$ cat src/design/skhd_pkg.sv
`default_nettype none
package skhd_pkg;

   // Table geometry.
   localparam int TABLE_SIZE  = 4096;
   localparam int MAX_KEY_LEN = 32;
   localparam int SLOT_W      = $clog2(TABLE_SIZE);
   localparam int LEN_W       = $clog2(MAX_KEY_LEN + 2);
   localparam int WORDS       = MAX_KEY_LEN / 4;
   localparam int WORD_IDX_W  = $clog2(WORDS + 1);
   localparam int BYTE_IDX_W  = $clog2(MAX_KEY_LEN);

   // Hash mixing constants.
   localparam logic [31:0] MIX_M = 32'h5bd1e995;
   localparam int MIX_R     = 24;
   localparam int FIN_R1    = 13;
   localparam int FIN_R2    = 15;

   // Operation codes.
   localparam logic [1:0] OP_LOOKUP = 2'd0;
   localparam logic [1:0] OP_INSERT = 2'd1;
   localparam logic [1:0] OP_CLEAR  = 2'd2;
   localparam logic [1:0] OP_READ   = 2'd3;

   // Status codes.
   localparam logic [2:0] ST_FOUND    = 3'd0;
   localparam logic [2:0] ST_ABSENT   = 3'd1;
   localparam logic [2:0] ST_INSERTED = 3'd2;
   localparam logic [2:0] ST_PRESENT  = 3'd3;
   localparam logic [2:0] ST_FULL     = 3'd4;
   localparam logic [2:0] ST_TOO_LONG = 3'd5;
   localparam logic [2:0] ST_DONE     = 3'd6;

   typedef logic [MAX_KEY_LEN-1:0][7:0] key_type;

   typedef struct packed {
      logic [1:0]  operation;
      logic [7:0]  key_byte;
      logic        key_last;
      logic [15:0] history_position;
      logic [11:0] slot;
   } req_type;

   typedef struct packed {
      logic [2:0]  status;
      logic [11:0] result_slot;
      logic [15:0] stored_position;
      logic [31:0] collision_count;
   } rsp_type;

   typedef struct packed {
      logic [LEN_W-1:0] len;
      logic [15:0]      position;
   } meta_type;

   typedef struct packed {
      logic             start;
      logic [LEN_W-1:0] len;
   } hash_req_type;

   typedef struct packed {
      logic        done;
      logic [31:0] value;
   } hash_rsp_type;

endpackage
`default_nettype wire

$ cat src/design/skhd_hash.sv
`default_nettype none
module skhd_hash import skhd_pkg::*; (
   input  wire          clock,
   input  wire          reset,
   input  hash_req_type hash_req,
   input  key_type      key_vec,
   output hash_rsp_type hash_rsp
);

   localparam logic [2:0] H_IDLE = 3'd0;
   localparam logic [2:0] H_K1   = 3'd1;
   localparam logic [2:0] H_K2   = 3'd2;
   localparam logic [2:0] H_HM   = 3'd3;
   localparam logic [2:0] H_TAIL = 3'd4;
   localparam logic [2:0] H_F1   = 3'd5;
   localparam logic [2:0] H_F2   = 3'd6;

   logic [2:0]            state_ff, state_in;
   logic [31:0]           h_ff, h_in;
   logic [31:0]           k_ff, k_in;
   logic [WORD_IDX_W-1:0] widx_ff, widx_in;
   logic [WORD_IDX_W-1:0] nwords_ff, nwords_in;
   logic [1:0]            rest_ff, rest_in;
   logic                  done_ff, done_in;
   logic [31:0]           word;
   logic [31:0]           tail;
   logic [31:0]           mul_a;
   logic [31:0]           product;
   logic [WORD_IDX_W-1:0] widx_next;

   // Current little-endian word of the key and its masked tail.
   always_comb begin
      word = 32'(key_vec[BYTE_IDX_W'({widx_ff, 2'b00}) +: 4]);
      unique case (rest_ff)
         2'd1:    tail = {24'd0, word[7:0]};
         2'd2:    tail = {16'd0, word[15:0]};
         2'd3:    tail = {8'd0, word[23:0]};
         default: tail = 32'd0;
      endcase
   end

   // One shared constant multiplier; its operand depends on the step.
   always_comb begin
      unique case (state_ff)
         H_K1:    mul_a = word;
         H_K2:    mul_a = k_ff ^ (k_ff >> MIX_R);
         H_HM:    mul_a = h_ff;
         H_TAIL:  mul_a = h_ff ^ tail;
         H_F1:    mul_a = h_ff ^ (h_ff >> FIN_R1);
         default: mul_a = h_ff;
      endcase
      product = 32'(64'(mul_a) * 64'(MIX_M));
   end

   // Step sequencer.
   always_comb begin
      state_in  = state_ff;
      h_in      = h_ff;
      k_in      = k_ff;
      widx_in   = widx_ff;
      nwords_in = nwords_ff;
      rest_in   = rest_ff;
      done_in   = 1'b0;
      widx_next = widx_ff + 1'b1;
      unique case (state_ff)
         H_IDLE: begin
            if (hash_req.start) begin
               h_in      = 32'(hash_req.len);
               widx_in   = '0;
               nwords_in = WORD_IDX_W'(hash_req.len >> 2);
               rest_in   = hash_req.len[1:0];
               if ((hash_req.len >> 2) != '0) begin
                  state_in = H_K1;
               end else if (hash_req.len[1:0] != 2'd0) begin
                  state_in = H_TAIL;
               end else begin
                  state_in = H_F1;
               end
            end
         end
         H_K1: begin
            k_in     = product;
            state_in = H_K2;
         end
         H_K2: begin
            k_in     = product;
            state_in = H_HM;
         end
         H_HM: begin
            h_in    = product ^ k_ff;
            widx_in = widx_next;
            if (widx_next != nwords_ff) begin
               state_in = H_K1;
            end else if (rest_ff != 2'd0) begin
               state_in = H_TAIL;
            end else begin
               state_in = H_F1;
            end
         end
         H_TAIL: begin
            h_in     = product;
            state_in = H_F1;
         end
         H_F1: begin
            h_in     = product;
            state_in = H_F2;
         end
         H_F2: begin
            h_in     = h_ff ^ (h_ff >> FIN_R2);
            done_in  = 1'b1;
            state_in = H_IDLE;
         end
         default: state_in = H_IDLE;
      endcase
   end

   always_ff @(posedge clock) begin
      if (reset) begin
         state_ff <= H_IDLE;
         done_ff  <= 1'b0;
      end else begin
         state_ff <= state_in;
         done_ff  <= done_in;
      end
      h_ff      <= h_in;
      k_ff      <= k_in;
      widx_ff   <= widx_in;
      nwords_ff <= nwords_in;
      rest_ff   <= rest_in;
   end

   assign hash_rsp.done  = done_ff;
   assign hash_rsp.value = h_ff;

endmodule
`default_nettype wire

$ cat config.mk
export PLATFORM = sky130hd
export DESIGN_NAME = skhd_hash
export DESIGN_NICKNAME = d
export VERILOG_FILES = /design/src/design/skhd_pkg.sv /design/src/design/skhd_hash.sv
export SDC_FILE = /design/constraint.sdc
export NUM_CORES = 1
export LEC_CHECK = 0
export ABC_CLOCK_PERIOD_IN_PS = 9550
export CORE_ASPECT_RATIO = 1.2
export CORE_MARGIN = 2
export CORE_UTILIZATION = 40
export CTS_CLUSTER_DIAMETER = 80
export DETAILED_ROUTE_END_ITERATION = 12
export DONT_BUFFER_PORTS = 1
export MAX_ROUTING_LAYER = met4
export PLACE_DENSITY_LB_ADDON = 0.08
export SLEW_MARGIN = 20
export SYNTH_ARGS = -nofsm -noshare
export SYNTH_HDL_FRONTEND = slang
export SYNTH_SLANG_ARGS = --single-unit
$ cat constraint.sdc
create_clock -name clock -period 9.55 [get_ports clock]
set_input_delay 0.955 -clock clock [delete_from_list [all_inputs] [get_ports clock]]
set_output_delay 0.955 -clock clock [all_outputs]
set_load 0.02 [all_outputs]
==> results of run 1 <==
-- stage by stage --
| stage | utilization (%) | instance area (sq um) | setup WS, ps |
|---|---|---|---|
| 2_1_floorplan | - | 16370 | 651.4 |
| 3_3_place_gp | 42.83 | 17360 | 417.6 |
| 3_5_place_dp | 42.83 | 17360 | 399.1 |
| 4_1_cts | 43.68 | 17710 | 536.8 |
| 5_1_grt | 43.77 | 17740 | 19.12 |
| 6_report | 43.78 | 17750 | 491.9 |
-- flip-flops by register name (all words and copies together), names as in the netlist --
register   cells
h_ff          32
done_ff        1
rest_ff        2
nwords_ff      4
k_ff          32
widx_ff        4
state_ff       3
-- Yosys cell counts, drive strengths merged (5+ instances only) --
cell type    n
nor2        83
a22oi        9
a21o        11
edfxtp      74
a22o        10
nand3       14
a21boi       5
fa         180
xnor2       76
o221ai       5
o21ai       78
o22ai       30
mux2i       43
nand2b       6
buf         32
or3         16
and2         5
inv        390
o22a        12
nand2       59
mux4        64
nor2b        7
xor2        46
clkbuf      43
nor3        14
ha         215
a221o        6
o21a        11
a21oi       79
o21bai       5
a31oi        8
-- layer usage --
layer  track usage [%]  share of wire (%)
met3             5.221                5.8
met4             14.16                5.5
met1             31.38                 38
met5                 -                  0
met2             51.79                 51
-- path summary, 6_finish.rpt --
kind                                               start                  endpoint  cells past startpoint
worst max register to register  widx_ff[0]$_SDFFCE_PN0P_        h_ff[31]$_DFFE_PP_                     32
worst max-delay path            widx_ff[0]$_SDFFCE_PN0P_        h_ff[31]$_DFFE_PP_                     32
worst min-delay path            widx_ff[3]$_SDFFCE_PN0P_  widx_ff[3]$_SDFFCE_PN0P_                      2
worst min register to register  widx_ff[3]$_SDFFCE_PN0P_  widx_ff[3]$_SDFFCE_PN0P_                      2
-- placed cells by master (no fill, tap or decap), types with 16 or more instances in the layout --
cell type,count
sky130_fd_sc_hd__xor2_1,46
sky130_fd_sc_hd__o21ai_0,76
sky130_fd_sc_hd__mux4_2,59
sky130_fd_sc_hd__nand2_1,59
sky130_fd_sc_hd__mux2i_1,42
sky130_fd_sc_hd__o22ai_1,30
sky130_fd_sc_hd__ha_1,215
sky130_fd_sc_hd__diode_2,16
sky130_fd_sc_hd__xnor2_1,75
sky130_fd_sc_hd__nor2_1,83
sky130_fd_sc_hd__inv_1,390
sky130_fd_sc_hd__edfxtp_1,74
sky130_fd_sc_hd__a21oi_1,77
sky130_fd_sc_hd__fa_1,180
sky130_fd_sc_hd__buf_4,74
sky130_fd_sc_hd__or3_1,16
-- area by class of cell --
type,instances,area [sq um]
Fill cell,4054,22790
Multi-Input combinational cell,1153,12300
Sequential cell,78,2305
Inverter,392,1471
Tap cell,539,674.4
Timing Repair Buffer,77,615.6
Clock buffer,9,225.2
Clock inverter,7,121.4
Antenna cell,16,40.04
-- worst min-delay path, stage by stage, from the launching register on --
cell                       delay [ps]
sky130_fd_sc_hd__edfxtp_1         340
sky130_fd_sc_hd__xor2_1            90
sky130_fd_sc_hd__nor2_1            80
-- cells by family after synthesis --
group	after synthesis	share of synthesized area, %
compound gates	299	11.62
xor+xnor	124	6.801
fa+ha+maj	395	38.44
buf+inv	467	10.96
flops	78	14.06
mux	109	11.76
simple gates	226	6.366
==> flow_results.org, run 1 <==
** Timing
- Fin Setup TNS :: 0 ps
- Hold timing on the final database bottoms out at a slack of a little over 600 ps.
- At the pin with the least slew margin, the transition time is around 1100 ps.
- The worst path uses between 90% and 100% of the clock period.
- Subtracting the final worst setup slack from the clock period gives 9058 ps.
- Layout Skew :: between 8 and 9 ps
- Setup repair after global routing left no endpoint under its margin.
- The final count of hold timing violations is 0.
- For this run, the top clock speed supported by timing is about 0.11 GHz.
- Setup violations remaining at the end of the flow were counted as 0.
- Slew Viols, Final :: 0
- The worst pin sits at a relative slew slack of 25.14%.

** Drt
- WL/cell :: 26.30 microns
- Via-to-Cell Ratio :: roughly 5.6
- The detailed router finished its first iteration with 887 violations.
- Before antenna repair, the detailed router went through 6 iterations.
- The detail route stage leaves a number of antenna-violating nets equal to 0.
- The routed layout has approximately 13000 vias.
- The final layout contains routed wiring with a total length of about 60000 microns.
- For this run, design rule violations remaining after detail routing come to 0.

** Clocking
- Counting the buffers created by CTS gives 9.
- Clock tree from TritonCTS :: yes
- Num Clock Sinks :: just under 80
- The clock passes through at most 2 buffers.
- For the worst-skew pair, the clock arrives at the later sink with an insertion delay of 370 ps.
- Post-CTS Resized :: 0
- The H-tree was split into 3 levels.
- Postcts setup bufs :: 0
- Count of hold-fix buffers inserted at cts :: 0
- Clock-pin slew was measured on the worst setup and hold paths at 60 ps.
- The tree is rooted in a sky130_fd_sc_hd__clkbuf_16.

** Synthesis
- Yosys reg bits :: 78
- In this run the mean area of a mapped cell was a little under 10 sq um.
- Synth warn :: 0
- Synthesis handed over a netlist of 1698 instances.
- Counting flops with a built-in enable in the synthesized netlist gives between 70 and 80.
- Top FF cell, synth :: sky130_fd_sc_hd__edfxtp_1
- The synthesized netlist occupies a cell area of around 16000 sq um.
- In the post-synthesis netlist, the biggest area contributors are sky130_fd_sc_hd__fa_1 (22%), sky130_fd_sc_hd__ha_1 (16%), sky130_fd_sc_hd__edfxtp_1 (14%).
- In this run the biggest area consumer among cell types represents between 20 and 25% of the synthesized area.
- After synthesis, the share of flip-flops with an asynchronous set or reset is 0%.
- Count of different cell masters after synthesis :: 71
- Biggest area consumer among synthesized cells :: sky130_fd_sc_hd__fa_1
- For this run, the register share of the synthesized area comes to between 10 and 15%.
- Nets in the synthesized netlist :: 2358

** Placed design
- Cells after DPL :: approximately 2200
- The congestion estimate from routability-driven global placement came to between 0.9 and 1.
- HPWL Detailed :: between 50000 and 60000 microns
- During placement, the flow inserted port buffers numbering 0.

** Global route
- Via count of the first global-routing pass :: 13260
- Maximum number of pins on one net before global-route repair :: 43
- Wire length of the first global-routing pass :: ~88000 microns
- Initial antenna violation count :: 16
- Total congestion overflow :: 0
- Global routing consumed, over all layers together, a little under 30% of the routing resources.

** Die
- The initial utilization of the core area, before any placement, comes to around two fifths.
- Std cell rows :: slightly above 80
- The die is approximately 230 microns tall.
- The die covers approximately 43000 sq um.
- Pin placement for this block handled 298 I/O pins.
- Core outline area :: roughly 40000 sq um
- Die boundary width :: about 190 microns

** Outcome
- The flow ran to the end, and the final reports show no timing, DRC or antenna violations.

** Layout
- Layout cells sized above 1 :: a little under a tenth
- Net count, final :: ~2400
- Compared with the post-synthesis result, the final layout area differs by 8.398%.
- Non-filler instance count after layout :: roughly 2300

** Hold path
- Type of the worst min-delay path :: register to register

** Setup path
- Class of the most critical setup path :: register to register
- Arrival time worst endpoint :: a little over 9000 ps
- CP bufs+invs :: 7
- Delay contributed by the slowest stage of the critical path :: 570 ps
- Critical Path Source Type :: register
- Worst endpoint required time :: slightly below 10000 ps
- The largest individual stage delay along the critical path comes from the cell sky130_fd_sc_hd__fa_1.
- Nature of the critical path endpoint :: register
- Crit-path leading delay family :: adder cells
- For flop-to-flop paths, the worst setup slack is 490 ps.
- Of all nets on the critical path, the largest fanout is 15.

** Job
- Max-cap violations in this run came to 0.
Power of run 1 is not shown: default switching activity piles up to over one toggle a cycle in this logic, so the estimate is an artifact.
==> run 2: changes to the inputs <==
--- a/config.mk
+++ b/config.mk
@@ -5,9 +5,8 @@
 export SDC_FILE = /design/constraint.sdc
 export NUM_CORES = 1
 export LEC_CHECK = 0
-export ABC_CLOCK_PERIOD_IN_PS = 9550
+export ABC_CLOCK_PERIOD_IN_PS = 10900
 export CORE_ASPECT_RATIO = 1.2
-export CORE_MARGIN = 2
 export CORE_UTILIZATION = 40
 export CTS_CLUSTER_DIAMETER = 80
 export DETAILED_ROUTE_END_ITERATION = 12
@@ -18,3 +17,4 @@
 export SYNTH_ARGS = -nofsm -noshare
 export SYNTH_HDL_FRONTEND = slang
 export SYNTH_SLANG_ARGS = --single-unit
+export TNS_END_PERCENT = 50
==> constraint.sdc (replaced) <==
create_clock -name clock -period 10.9 [get_ports clock]
set_input_delay 1.09 -clock clock [delete_from_list [all_inputs] [get_ports clock]]
set_output_delay 1.09 -clock clock [all_outputs]
set_load 0.02 [all_outputs]
==> run 2 against run 1 <==
Maximum frequency down 5.2%. Cell area shrank 1.6%. Worst hold slack improved by 6.8 ps. Cell count shrank 1.1%. Critical path type unchanged. Highest routed layer unchanged.
==> flow_results.org, run 2 (synthesis gave the netlist of run 1 again) <==
** Timing
- The count of endpoints failing setup in the final report was 0 (unchanged).
- Fin Setup TNS :: 0 ps (unchanged)
- Final hold viol count :: 0 (unchanged)
- Measured slew at the worst slew-check pin :: 1090 ps (-29.42 ps)
- Clock period minus final worst setup slack :: 9554 ps (+496.3 ps)
- Final period util :: 87.65% (-7.2 points)
- Worst rel slew slack :: 27.04% (+1.9 points)
- Highest attainable clock frequency :: 0.1047 GHz (-5.2%)
- Layout Skew :: 12.01 ps (+3.320 ps)
- Setup repair after global routing left no endpoint under its margin.
- Slew Viols, Final :: 0 (unchanged)

** Clocking
- The number of H-tree levels was 3 (unchanged).
- Num Clock Sinks :: 78 (unchanged)
- Number of buffers added by the clock tree synthesis step :: 9 (unchanged)
- Count of hold-fix buffers inserted at cts :: 0 (unchanged)
- Post-CTS Resized :: 0 (unchanged)
- CTS max path bufs :: 2 (unchanged)
- The setup fix buffers added after clock tree synthesis is 0 (unchanged).
- The tree is rooted in a sky130_fd_sc_hd__clkbuf_16.
- Clock insertion delay at the later pin of the skew report :: 360 ps (about the same)
- Clock transition at the registers of the reported paths :: 70 ps (about the same)
- Clock tree from TritonCTS :: yes

** Die
- The area of the core was 40040 sq um (-1.2%).
- The overall die area was 41750 sq um (-1.9%).
- Die boundary width :: 186.7 microns (-1.1%)
- Number of ports placed on the die boundary :: 298 (unchanged)
- Effective utilization at floorplan :: 40.89% (+0.50 points)
- Std cell rows :: 80 (-1.2%)
- The die extent in y was 223.6 microns (-0.89%).

** Setup path
- STA classifies the critical path startpoint as a register.
- Crit path depth :: 27 (-16%)
- Nature of the critical path endpoint :: register
- Crit-path leading delay family :: adder cells
- Arrival time worst endpoint :: 9660 ps (+490 ps)
- Class of the most critical setup path :: register to register
- Counting stages on the worst path, the most repeated cell is sky130_fd_sc_hd__inv_1.
- The number of buffers and inverters on the critical path came to 7 (unchanged).
- Register-to-register path setup slack :: 1350 ps (+850 ps)
- FF-to-FF path depth :: 27 (-16%)
- The slowest stage of the critical path is the sky130_fd_sc_hd__or3b_1 cell.
- The data required time at the worst endpoint is 11010 ps (+1350 ps).
- The largest fanout of any net on the critical path is 29 (+14).
- The longest individual stage delay on the worst path came to 910 ps (+340 ps).

** Global route
- Overall routing resource usage :: 29.73% (+0.58 points)
- The pin count of the biggest net entering global routing came to 59 (+37%).
- The via count of the first global-routing pass is 13280 (+0.14%).
- Initial antenna violation count :: 24 (+8)
- The wire length of the first global-routing pass was 87990 microns (+0.43%).
- The residual overflow from global routing is 0 (unchanged).

** Layout
- The share of post-route cells with drive strength above 1 is 8.052% (-1.5 points).
- Count of filler cells inserted in the layout :: 3931 (-3.0%)
- The library cell used most frequently in the layout, excluding fill and tap cells, is sky130_fd_sc_hd__inv_1.
- Leaving out fill and tap cells, the most frequent cells in the layout are sky130_fd_sc_hd__inv_1 (390), sky130_fd_sc_hd__ha_1 (215), sky130_fd_sc_hd__fa_1 (180), sky130_fd_sc_hd__nor2_1 (83), sky130_fd_sc_hd__a21oi_1 (77).
- The area of combinational cells with multiple inputs is 12300 sq um (about the same).
- Sequential standard cell area :: 2305 sq um (unchanged)
- The largest registers in the layout are h_ff: 32 flops, k_ff: 32 flops.
- Area added between synthesis and finish :: 6.641%
- The number of nets in the final layout was 2344 (-1.1%).

** Job
- The count of max-cap constraint violations is 0 (unchanged).

** Drt
- Routed Antenna Nets :: 0 (unchanged)
- DR vias :: 12580 (-0.46%)
- Via-to-Cell Ratio :: 5.603 (+0.65%)
- Total routed wirelength :: 59230 microns (-0.85%)
- The mean routed wirelength per cell came to 26.37 microns (+0.26%).
- The starting DRC count in detailed routing came to 815 (-8.1%).
- Initial DRT Pass Iterations :: 7 (+1)
- The remaining routing DRC violations was 0 (unchanged).

** Placed design
- The placer congestion estimate is 0.9541 (-2.1%).
- The HPWL after detailed placement came to 49520 microns (-3.0%).
- IO buf count :: 0 (unchanged)

** Hold path
- Cells on Worst Hold Path :: 2 (unchanged)
- Type of the worst min-delay path :: register to register

** Outcome
- The run finished with clean final reports.
-- run 2: cell count changes in the layout (fill, tap and decap cells not counted) --
| cell | previous run | this run |
|---|---|---|
| sky130_fd_sc_hd__buf_12 | 3 | 1 |
| sky130_fd_sc_hd__buf_4 | 74 | 49 |
| sky130_fd_sc_hd__bufinv_16 | 3 | 0 |
| sky130_fd_sc_hd__clkbuf_1 | 0 | 2 |
| sky130_fd_sc_hd__clkinv_4 | 2 | 1 |
| sky130_fd_sc_hd__clkinvlp_4 | 0 | 3 |
| sky130_fd_sc_hd__diode_2 | 16 | 24 |
| sky130_fd_sc_hd__inv_6 | 1 | 0 |
| sky130_fd_sc_hd__nand3_1 | 14 | 13 |
| sky130_fd_sc_hd__nand3_2 | 0 | 1 |
| sky130_fd_sc_hd__o21ai_0 | 76 | 75 |
| sky130_fd_sc_hd__o21ai_1 | 2 | 3 |
-- run 2: final timing paths --
path | from | to
max | state_ff[2]$_SDFFE_PP0P_ | h_ff[31]$_DFFE_PP_
max reg2reg | state_ff[2]$_SDFFE_PP0P_ | h_ff[31]$_DFFE_PP_
min | k_ff[20]$_DFFE_PP_ | h_ff[20]$_DFFE_PP_
min reg2reg | k_ff[20]$_DFFE_PP_ | h_ff[20]$_DFFE_PP_
-- run 2: cell type report --
type                    instances  area share, %
repair buffers                 50          2.221
clock inverters                 5         0.2078
flip-flops and latches         78          13.20
diodes                         24         0.3440
inverters                     392          8.427
clock buffers                  11          1.333
well taps                     533          3.819
multi-input cells            1153          70.45
-- run 2: through the flow --
stage	area [sq um]	cells	hold WS (ps)	setup WS [ps]	utilization [%]
CTS	17400	2222	630.7	1371	43.45
floorplan	16370	1698	583.6	2001	-
detailed placement	17130	2206	609.6	1353	42.78
global placement	17130	2206	600.5	1378	42.78
global route	17460	2245	692.1	885.1	43.60
finish	17460	2246	630.8	1346	43.61
-- run 2: routing by layer --
layer  part of all wire, %  track usage [%]
met1                    39            33.50
met4                   4.8            14.91
met2                    51            50.79
met5                     0                -
met3                   6.1            5.201
-- run 2: worst reg2reg max path, stage by stage (launching register included) --
cell	delay [ps]
sky130_fd_sc_hd__dfxtp_2	750
sky130_fd_sc_hd__or3b_1	930
sky130_fd_sc_hd__o21ai_0	410
sky130_fd_sc_hd__o221ai_1	190
sky130_fd_sc_hd__o21a_1	560
sky130_fd_sc_hd__inv_1	230
sky130_fd_sc_hd__fa_1	630
sky130_fd_sc_hd__inv_1	100
sky130_fd_sc_hd__ha_1	280
sky130_fd_sc_hd__inv_1	40
sky130_fd_sc_hd__fa_1	480
sky130_fd_sc_hd__inv_1	40
sky130_fd_sc_hd__ha_1	180
sky130_fd_sc_hd__fa_1	470
sky130_fd_sc_hd__fa_1	510
sky130_fd_sc_hd__fa_1	500
sky130_fd_sc_hd__inv_1	50
sky130_fd_sc_hd__fa_1	470
sky130_fd_sc_hd__inv_1	40
sky130_fd_sc_hd__ha_1	360
sky130_fd_sc_hd__nand4_1	140
sky130_fd_sc_hd__inv_1	80
sky130_fd_sc_hd__nand3_1	130
sky130_fd_sc_hd__a211oi_1	830
sky130_fd_sc_hd__nor4b_1	110
sky130_fd_sc_hd__a311oi_1	470
sky130_fd_sc_hd__xnor2_1	180
sky130_fd_sc_hd__mux2i_1	140
Power of run 2 is left out for the same reason.
